===== config.mk =====
export PLATFORM = sky130hd
export DESIGN_NAME = sequential_list_engine
export DESIGN_NICKNAME = d
export VERILOG_FILES = /design/src/rtl/sle_pkg.sv /design/src/rtl/sle_ram.sv /design/src/rtl/sequential_list_engine.sv
export SDC_FILE = /design/constraint.sdc
export NUM_CORES = 2
export LEC_CHECK = 0
export BUFFER_PORTS_ARGS = -buffer_cell sky130_fd_sc_hd__buf_2
export CORE_MARGIN = 3
export CORE_UTILIZATION = 40
export CTS_CLUSTER_DIAMETER = 30
export DETAILED_ROUTE_END_ITERATION = 12
export SYNTH_ARGS = -nofsm -noshare
export SYNTH_HDL_FRONTEND = slang
export SYNTH_HIERARCHICAL = 1
export SYNTH_SLANG_ARGS = --single-unit

===== constraint.sdc =====
create_clock -name i_clk -period 15.3 [get_ports i_clk]
set_input_delay 2.295 -clock i_clk [delete_from_list [all_inputs] [get_ports i_clk]]
set_output_delay 2.295 -clock i_clk [all_outputs]
set_load 0.02 [all_outputs]

===== src/rtl/sle_pkg.sv =====
// ----------------------------------------------------------------------------
// sle_pkg
// Shared types and codes for the sequential list engine.
// ----------------------------------------------------------------------------
package sle_pkg;

    localparam int POS_W = 7;
    localparam int VAL_W = 32;

    localparam logic [2:0] ACT_INSERT = 3'd0;
    localparam logic [2:0] ACT_DELETE = 3'd1;
    localparam logic [2:0] ACT_FIND   = 3'd2;
    localparam logic [2:0] ACT_COUNT  = 3'd3;
    localparam logic [2:0] ACT_DEDUPE = 3'd4;
    localparam logic [2:0] ACT_DELRNG = 3'd5;
    localparam logic [2:0] ACT_DUMP   = 3'd6;

    localparam logic [1:0] ST_OK     = 2'd0;
    localparam logic [1:0] ST_FULL   = 2'd1;
    localparam logic [1:0] ST_BADPOS = 2'd2;
    localparam logic [1:0] ST_EMPTY  = 2'd3;

    typedef enum logic [2:0] {
        S_IDLE,
        S_RD,
        S_EX,
        S_DRD,
        S_DEX,
        S_INSW
    } t_state;

endpackage


===== src/rtl/sle_ram.sv =====
// ----------------------------------------------------------------------------
// sle_ram
// Generic single-write, single-read RAM with registered read data.
// ----------------------------------------------------------------------------
module sle_ram #(
    parameter int WIDTH = 32,
    parameter int DEPTH = 64
) (
    input  logic                     i_clk,
    input  logic                     i_we,
    input  logic [$clog2(DEPTH)-1:0] i_waddr,
    input  logic [WIDTH-1:0]         i_wdata,
    input  logic [$clog2(DEPTH)-1:0] i_raddr,
    output logic [WIDTH-1:0]         o_rdata
);

    logic [WIDTH-1:0] r_mem [DEPTH];
    logic [WIDTH-1:0] r_rdata;

    always_ff @(posedge i_clk) begin
        if (i_we) begin
            r_mem[i_waddr] <= i_wdata;
        end
        r_rdata <= r_mem[i_raddr];
    end

    assign o_rdata = r_rdata;

endmodule


===== src/rtl/sequential_list_engine.sv =====
// ----------------------------------------------------------------------------
// sequential_list_engine
// Ordered list of signed 32-bit values in one RAM, with insert, delete,
// find, range count, dedupe, range delete and dump commands.
// ----------------------------------------------------------------------------
//  channel   handshake           payload
//  command   start / busy        i_action, i_position, i_value, i_range_high
//  result    o_valid (1 cycle)   o_result_value, o_status, o_last
//
//  a command walks the list one element at a time (RAM read, then act on the
//  registered data); dedupe also compares each element against the kept
//  prefix in an inner loop. errors and empty lists answer at once.
//  busy stays high until the last result is loaded. synchronous reset
//  clears length and control; results cannot be stalled by the receiver.
// ----------------------------------------------------------------------------
module sequential_list_engine
    import sle_pkg::*;
#(
    parameter int CAPACITY = 64
) (
    input  logic                    i_clk,
    input  logic                    i_rst_n,
    input  logic                    start,
    output logic                    busy,
    input  logic [2:0]              i_action,
    input  logic [POS_W-1:0]        i_position,
    input  logic signed [VAL_W-1:0] i_value,
    input  logic signed [VAL_W-1:0] i_range_high,
    output logic                    o_valid,
    output logic signed [VAL_W-1:0] o_result_value,
    output logic [1:0]              o_status,
    output logic                    o_last
);

    localparam int AW = $clog2(CAPACITY);
    localparam logic [POS_W-1:0] CAP = POS_W'(CAPACITY);

    t_state r_state, n_state;

    logic [POS_W-1:0]        r_len, n_len;
    logic [POS_W-1:0]        r_i, n_i;
    logic [POS_W-1:0]        r_j, n_j;
    logic [POS_W-1:0]        r_k, n_k;
    logic [POS_W-1:0]        r_cnt, n_cnt;
    logic [2:0]              r_act, n_act;
    logic [POS_W-1:0]        r_pos, n_pos;
    logic signed [VAL_W-1:0] r_val, n_val;
    logic signed [VAL_W-1:0] r_hi, n_hi;
    logic signed [VAL_W-1:0] r_cur, n_cur;
    logic                    r_valid, n_valid;
    logic signed [VAL_W-1:0] r_res, n_res;
    logic [1:0]              r_status, n_status;
    logic                    r_last, n_last;

    logic             we;
    logic [AW-1:0]    waddr, raddr;
    logic [VAL_W-1:0] wdata, rdata;

    logic             acc, full, ins_bad, del_bad, inr, last_i, seen, hit;
    logic [POS_W-1:0] i_inc, i_dec;

    sle_ram #(.WIDTH(VAL_W), .DEPTH(CAPACITY)) u_ram (
        .i_clk   (i_clk),
        .i_we    (we),
        .i_waddr (waddr),
        .i_wdata (wdata),
        .i_raddr (raddr),
        .o_rdata (rdata)
    );

    assign acc     = start && (r_state == S_IDLE);
    assign full    = r_len >= CAP;
    assign ins_bad = (i_position == '0) || (i_position > r_len + POS_W'(1));
    assign del_bad = (i_position == '0) || (i_position > r_len);
    assign inr     = ($signed(rdata) >= r_val) && ($signed(rdata) <= r_hi);
    assign i_inc   = r_i + POS_W'(1);
    assign i_dec   = r_i - POS_W'(1);
    assign last_i  = i_inc == r_len;
    assign seen    = rdata == r_cur;
    assign hit     = rdata == r_val;

    // next state
    always_comb begin
        n_state = r_state;
        unique case (r_state)
            S_IDLE: begin
                if (acc) begin
                    priority case (i_action)
                        ACT_INSERT: begin
                            if (full || ins_bad) n_state = S_IDLE;
                            else if (r_len >= i_position) n_state = S_RD;
                            else n_state = S_INSW;
                        end
                        ACT_DELETE: begin
                            if (!del_bad && (i_position < r_len)) n_state = S_RD;
                        end
                        ACT_FIND, ACT_COUNT, ACT_DEDUPE, ACT_DELRNG, ACT_DUMP: begin
                            if (r_len != '0) n_state = S_RD;
                        end
                        default: n_state = S_IDLE;
                    endcase
                end
            end
            S_RD: n_state = S_EX;
            S_EX: begin
                priority case (r_act)
                    ACT_INSERT: n_state = (i_dec >= r_pos) ? S_RD : S_INSW;
                    ACT_DELETE: n_state = (r_i + POS_W'(2) < r_len) ? S_RD : S_IDLE;
                    ACT_FIND:   n_state = (hit || last_i) ? S_IDLE : S_RD;
                    ACT_DEDUPE: begin
                        if (r_k != '0) n_state = S_DRD;
                        else n_state = last_i ? S_IDLE : S_RD;
                    end
                    default:    n_state = last_i ? S_IDLE : S_RD;
                endcase
            end
            S_DRD: n_state = S_DEX;
            S_DEX: begin
                if (rdata == r_cur || (r_j + POS_W'(1) == r_k)) begin
                    n_state = last_i ? S_IDLE : S_RD;
                end else begin
                    n_state = S_DRD;
                end
            end
            S_INSW: n_state = S_IDLE;
            default: n_state = S_IDLE;
        endcase
    end

    // datapath, memory access and results
    always_comb begin
        n_len    = r_len;
        n_i      = r_i;
        n_j      = r_j;
        n_k      = r_k;
        n_cnt    = r_cnt;
        n_act    = r_act;
        n_pos    = r_pos;
        n_val    = r_val;
        n_hi     = r_hi;
        n_cur    = r_cur;
        n_valid  = 1'b0;
        n_res    = '0;
        n_status = ST_OK;
        n_last   = 1'b1;
        we       = 1'b0;
        waddr    = r_i[AW-1:0];
        wdata    = rdata;
        raddr    = r_i[AW-1:0];
        unique case (r_state)
            S_IDLE: begin
                if (acc) begin
                    n_act = i_action;
                    n_pos = i_position;
                    n_val = i_value;
                    n_hi  = i_range_high;
                    n_cnt = '0;
                    n_k   = '0;
                    n_j   = '0;
                    n_i   = '0;
                    priority case (i_action)
                        ACT_INSERT: begin
                            n_i = r_len;
                            if (full) begin
                                n_valid  = 1'b1;
                                n_status = ST_FULL;
                            end else if (ins_bad) begin
                                n_valid  = 1'b1;
                                n_status = ST_BADPOS;
                            end
                        end
                        ACT_DELETE: begin
                            n_i = i_position - POS_W'(1);
                            if (del_bad) begin
                                n_valid  = 1'b1;
                                n_status = ST_BADPOS;
                            end else if (!(i_position < r_len)) begin
                                n_len   = r_len - POS_W'(1);
                                n_valid = 1'b1;
                            end
                        end
                        ACT_FIND, ACT_COUNT, ACT_DEDUPE, ACT_DELRNG: begin
                            n_valid = r_len == '0;
                        end
                        ACT_DUMP: begin
                            if (r_len == '0) begin
                                n_valid  = 1'b1;
                                n_status = ST_EMPTY;
                            end
                        end
                        default: n_valid = 1'b1;
                    endcase
                end
            end
            S_RD: begin
                if (r_act == ACT_INSERT) raddr = i_dec[AW-1:0];
                else if (r_act == ACT_DELETE) raddr = i_inc[AW-1:0];
            end
            S_EX: begin
                priority case (r_act)
                    ACT_INSERT: begin
                        we  = 1'b1;
                        n_i = i_dec;
                    end
                    ACT_DELETE: begin
                        we  = 1'b1;
                        n_i = i_inc;
                        if (!(r_i + POS_W'(2) < r_len)) begin
                            n_len   = r_len - POS_W'(1);
                            n_valid = 1'b1;
                        end
                    end
                    ACT_FIND: begin
                        n_i = i_inc;
                        if (hit) begin
                            n_valid = 1'b1;
                            n_res   = VAL_W'(i_inc);
                        end else if (last_i) begin
                            n_valid = 1'b1;
                        end
                    end
                    ACT_COUNT: begin
                        n_i   = i_inc;
                        n_cnt = r_cnt + POS_W'(inr);
                        if (last_i) begin
                            n_valid = 1'b1;
                            n_res   = VAL_W'(n_cnt);
                        end
                    end
                    ACT_DELRNG: begin
                        n_i = i_inc;
                        if (!inr) begin
                            we    = 1'b1;
                            waddr = r_k[AW-1:0];
                            n_k   = r_k + POS_W'(1);
                        end
                        if (last_i) begin
                            n_len   = n_k;
                            n_valid = 1'b1;
                        end
                    end
                    ACT_DUMP: begin
                        n_i     = i_inc;
                        n_valid = 1'b1;
                        n_res   = rdata;
                        n_last  = last_i;
                    end
                    default: begin
                        // dedupe: hold the candidate, then scan the kept prefix
                        n_cur = rdata;
                        n_j   = '0;
                        if (r_k == '0) begin
                            we    = 1'b1;
                            waddr = '0;
                            n_k   = POS_W'(1);
                            n_i   = i_inc;
                            if (last_i) begin
                                n_len   = POS_W'(1);
                                n_valid = 1'b1;
                            end
                        end
                    end
                endcase
            end
            S_DRD: raddr = r_j[AW-1:0];
            S_DEX: begin
                if (seen) begin
                    n_i = i_inc;
                    if (last_i) begin
                        n_len   = r_k;
                        n_valid = 1'b1;
                    end
                end else if (r_j + POS_W'(1) == r_k) begin
                    we    = 1'b1;
                    waddr = r_k[AW-1:0];
                    wdata = r_cur;
                    n_k   = r_k + POS_W'(1);
                    n_i   = i_inc;
                    if (last_i) begin
                        n_len   = n_k;
                        n_valid = 1'b1;
                    end
                end else begin
                    n_j = r_j + POS_W'(1);
                end
            end
            S_INSW: begin
                we      = 1'b1;
                waddr   = AW'(r_pos - POS_W'(1));
                wdata   = r_val;
                n_len   = r_len + POS_W'(1);
                n_valid = 1'b1;
            end
            default: ;
        endcase
    end

    always_ff @(posedge i_clk) begin
        if (!i_rst_n) begin
            r_state <= S_IDLE;
            r_len   <= '0;
            r_valid <= 1'b0;
        end else begin
            r_state <= n_state;
            r_len   <= n_len;
            r_valid <= n_valid;
        end
        r_i      <= n_i;
        r_j      <= n_j;
        r_k      <= n_k;
        r_cnt    <= n_cnt;
        r_act    <= n_act;
        r_pos    <= n_pos;
        r_val    <= n_val;
        r_hi     <= n_hi;
        r_cur    <= n_cur;
        r_res    <= n_res;
        r_status <= n_status;
        r_last   <= n_last;
    end

    assign busy           = r_state != S_IDLE;
    assign o_valid        = r_valid;
    assign o_result_value = r_res;
    assign o_status       = r_status;
    assign o_last         = r_last;

endmodule

==> results by group <==
Layout
  • Synth-to-layout area growth: 20.6%
  • Fillcell total: about 18000
  • Most common cell after layout, fill and taps aside: edfxtp_1
  • Layout cells sized above 1: 27.0%
  • Nets: 5324
  • Most frequent cells in the layout: edfxtp_1 (2182), mux4_2 (446), clkbuf_16 (437), mux2i_1 (194), a22oi_1 (133)

Setup path
  • Max Fanout on Critical Path: 32
  • Worst reg2reg startpoint: u_ram/o_rdata[22]
  • Setup Crit Path Kind: reg -> reg
  • Startpoint Class: register
  • Critical path required time: 15.84 ns
  • CP startpoint: u_ram/o_rdata[22]
  • CP endpoint kind: register
  • Worst EP arrival: 7.54 ns

Synthesis
  • Seq cells post-synth: 2260
  • Synth Net Count: about 4900
  • Syn_area_per_cell: 19.2 sq um
  • Cell variety after synth: 91
  • Asr flop ratio synth: 0%
  • EDFF count, synth: ~2200
  • Synth warn: 6
  • Sequential-to-total area share from yosys stat: 73.8%
  • Synthesized area: 90900 sq um
  • Cell count after synthesis: around 4700
  • Ys flop type: edfxtp_1

Die
  • Starting Density: between 40% and 50%
  • Core area: about 230000 sq um
  • Site row count: 174
  • Die Y: 483 um
  • Chip width: 483 um
  • Die area: 233000 sq um
  • # IOs: approximately 110

Route
  • Via count: about 50000
  • Routed WL per cell: 30.5 um
  • DRT Pass-1 Iters: 7
  • Post-route ant nets: 0
  • Final wirelength: 258 mm
  • DRC marker count from the first detailed-route iteration: 6665
  • Via-to-Cell Ratio: about 5.9
  • DRC: 0

STA
  • Clk_skew: 0.0641 ns
  • Peak Freq: 0.143 GHz
  • Final Cycle Share: around 46%
  • Unrepaired setup endpoints after global routing: no
  • Worst-Margin Slew: 1.32 ns
  • Total Neg Setup Slack: 0 ns
  • Slew Limit Fails: 0
  • Fin. Hold Viols: 0
  • Tmin final: about 7 ns
  • Slew margin rel.: between 10% and 20%
  • Final setup violation count: 0

CTS
  • Clock slew at reported path FFs: roughly 0.05 ns
  • Resize count post-CTS: 0
  • Latest clock arrival within the worst-skew pair: 0.96 ns
  • Clock sink total: 2260
  • Post-CTS Hold Fix Bufs: 0
  • CTS root buf: clkbuf_16
  • Clock buffer depth: 4
  • Cts bufs inserted: around 430
  • TritonCTS clock tree: yes
  • Post-CTS Setup Inserts: 0
  • # H-tree levels: 5

Hold path
  • Hold Crit Class: reg -> reg
  • Hold Crit Start: u_ram/o_rdata[17]

Place
  • DP Wirelength: roughly 150 mm
  • Port bufs: 113
  • Global placement routability congestion: approximately 0.9

Global route
  • Grt ovf: 0
  • First-pass GRT wire length: 366 mm
  • Largest net degree at the start of global routing: 109
  • Vias in the first global route: 49000
  • Initial antenna violation count: 16
  • Total track usage: between 20% and 30%

Power
  • Overall Power: 20.0 mW
  • Max VDD drop: a little over 100 uV
  • Pwr dens: 182 nW/um^2
  • LEAKAGE: 36.4 nW

Flow run
  • Max-cap violations: 0

Status
  • Outcome: finished, final reports clean
layer usage:
| metal | vias to the layer above | track usage [%] | wire length (um) |
|---|---|---|---|
| met5 | - | 0 | 27 |
| met4 | 4 | 7.21 | 8040 |
| met3 | 459 | 4.46 | 25500 |
| met2 | 2787 | 32.5 | 116000 |
| met1 | 26500 | 32.5 | 108000 |
| li1 | 20500 | - | - |
synthesized netlist by cell type, drive strengths merged, types with 63 or more instances:
master / n / area (sq um)
a21oi: 97 / 485
a22oi: 133 / 998
buf: 142 / 1070
clkbuf: 120 / 452
dfxtp: 78 / 1560
edfxtp: 2182 / 65500
ha: 107 / 1340
inv: 137 / 514
mux2i: 195 / 1960
mux4: 446 / 10000
nand2: 103 / 392
nand3: 93 / 465
nor2: 161 / 604
o21ai: 82 / 410
xnor2: 63 / 552
final timing paths:
check | cells after the start | slack (ns) | endpoint
min | 0 | 0.55 | r_cur[17]
max reg2reg | 12 | 8.29 | u_ram/r_mem[57][14]
max | 12 | 8.29 | u_ram/r_mem[57][14]
min reg2reg | 0 | 0.55 | r_cur[17]
cell families (layout without fill, tap and decap cells):
group	count (synthesis)	in the layout	synth area share [%]
buffers and inverters	399	1162	2.24
xor gates and xnor gates	92	92	0.963
DFF	2260	2260	73.8
muxes	642	642	13.2
other	0	5	0
and+or+nand+nor	584	584	3.23
adders and majority gates	110	110	1.51
AOI/OAI and AO/OA	635	635	5.00
final cells by class:
type,count,area (sq um),share of cell area (%)
Sequential cell,2260,67100,61.2
Antenna cell,5,12.5,0.0114
Timing Repair Buffer,247,1650,1.51
Clock inverter,275,3000,2.74
Inverter,137,518,0.473
Clock buffer,503,11200,10.2
Tap cell,2992,3740,3.42
Multi-Input combinational cell,2063,22300,20.4
report_power, final:
group          total (mW)  internal, mW  switching, mW  leakage, nW
Sequential           7.85          7.65          0.201         20.3
Combinational        2.94         0.782           2.16         9.16
Clock                9.18          6.16           3.02         6.87
flip-flops by register name (all words and copies together) (netlist names), 7 cells and up:
name and flops:
r_cnt 7, r_pos 7, u_ram/o_rdata 32, u_ram/r_mem 2048, r_val 32, o_result_value 32
r_j 7, r_k 7, r_cur 32, r_len 7, r_i 7, r_hi 32
per-stage QoR:
step	instance area [sq um]	utilization, %	setup slack, ns	hold WS [ns]	instances
finish	110000	48.6	8.29	0.554	8482
global route	110000	48.6	8.14	0.579	8477
CTS	110000	48.6	8.47	0.553	8477
detailed placement	95300	42.3	8.50	0.557	7699
global placement	95300	42.3	8.49	0.549	7698
floorplan	90900	-	9.79	0.493	4722
worst max-delay path, stage by stage (launching register included):
cell	delay, ns
dfxtp_1	0.75
ha_1	0.38
a21oi_1	0.16
nand2_1	0.08
a221o_1	0.31
a2111oi_2	0.58
and4_1	0.29
or2_0	0.44
o21ai_0	0.19
a21boi_0	0.16
o221ai_1	0.89
nand3_1	1.07
nor2_4	1.24
(Power assumes the default switching activity.)
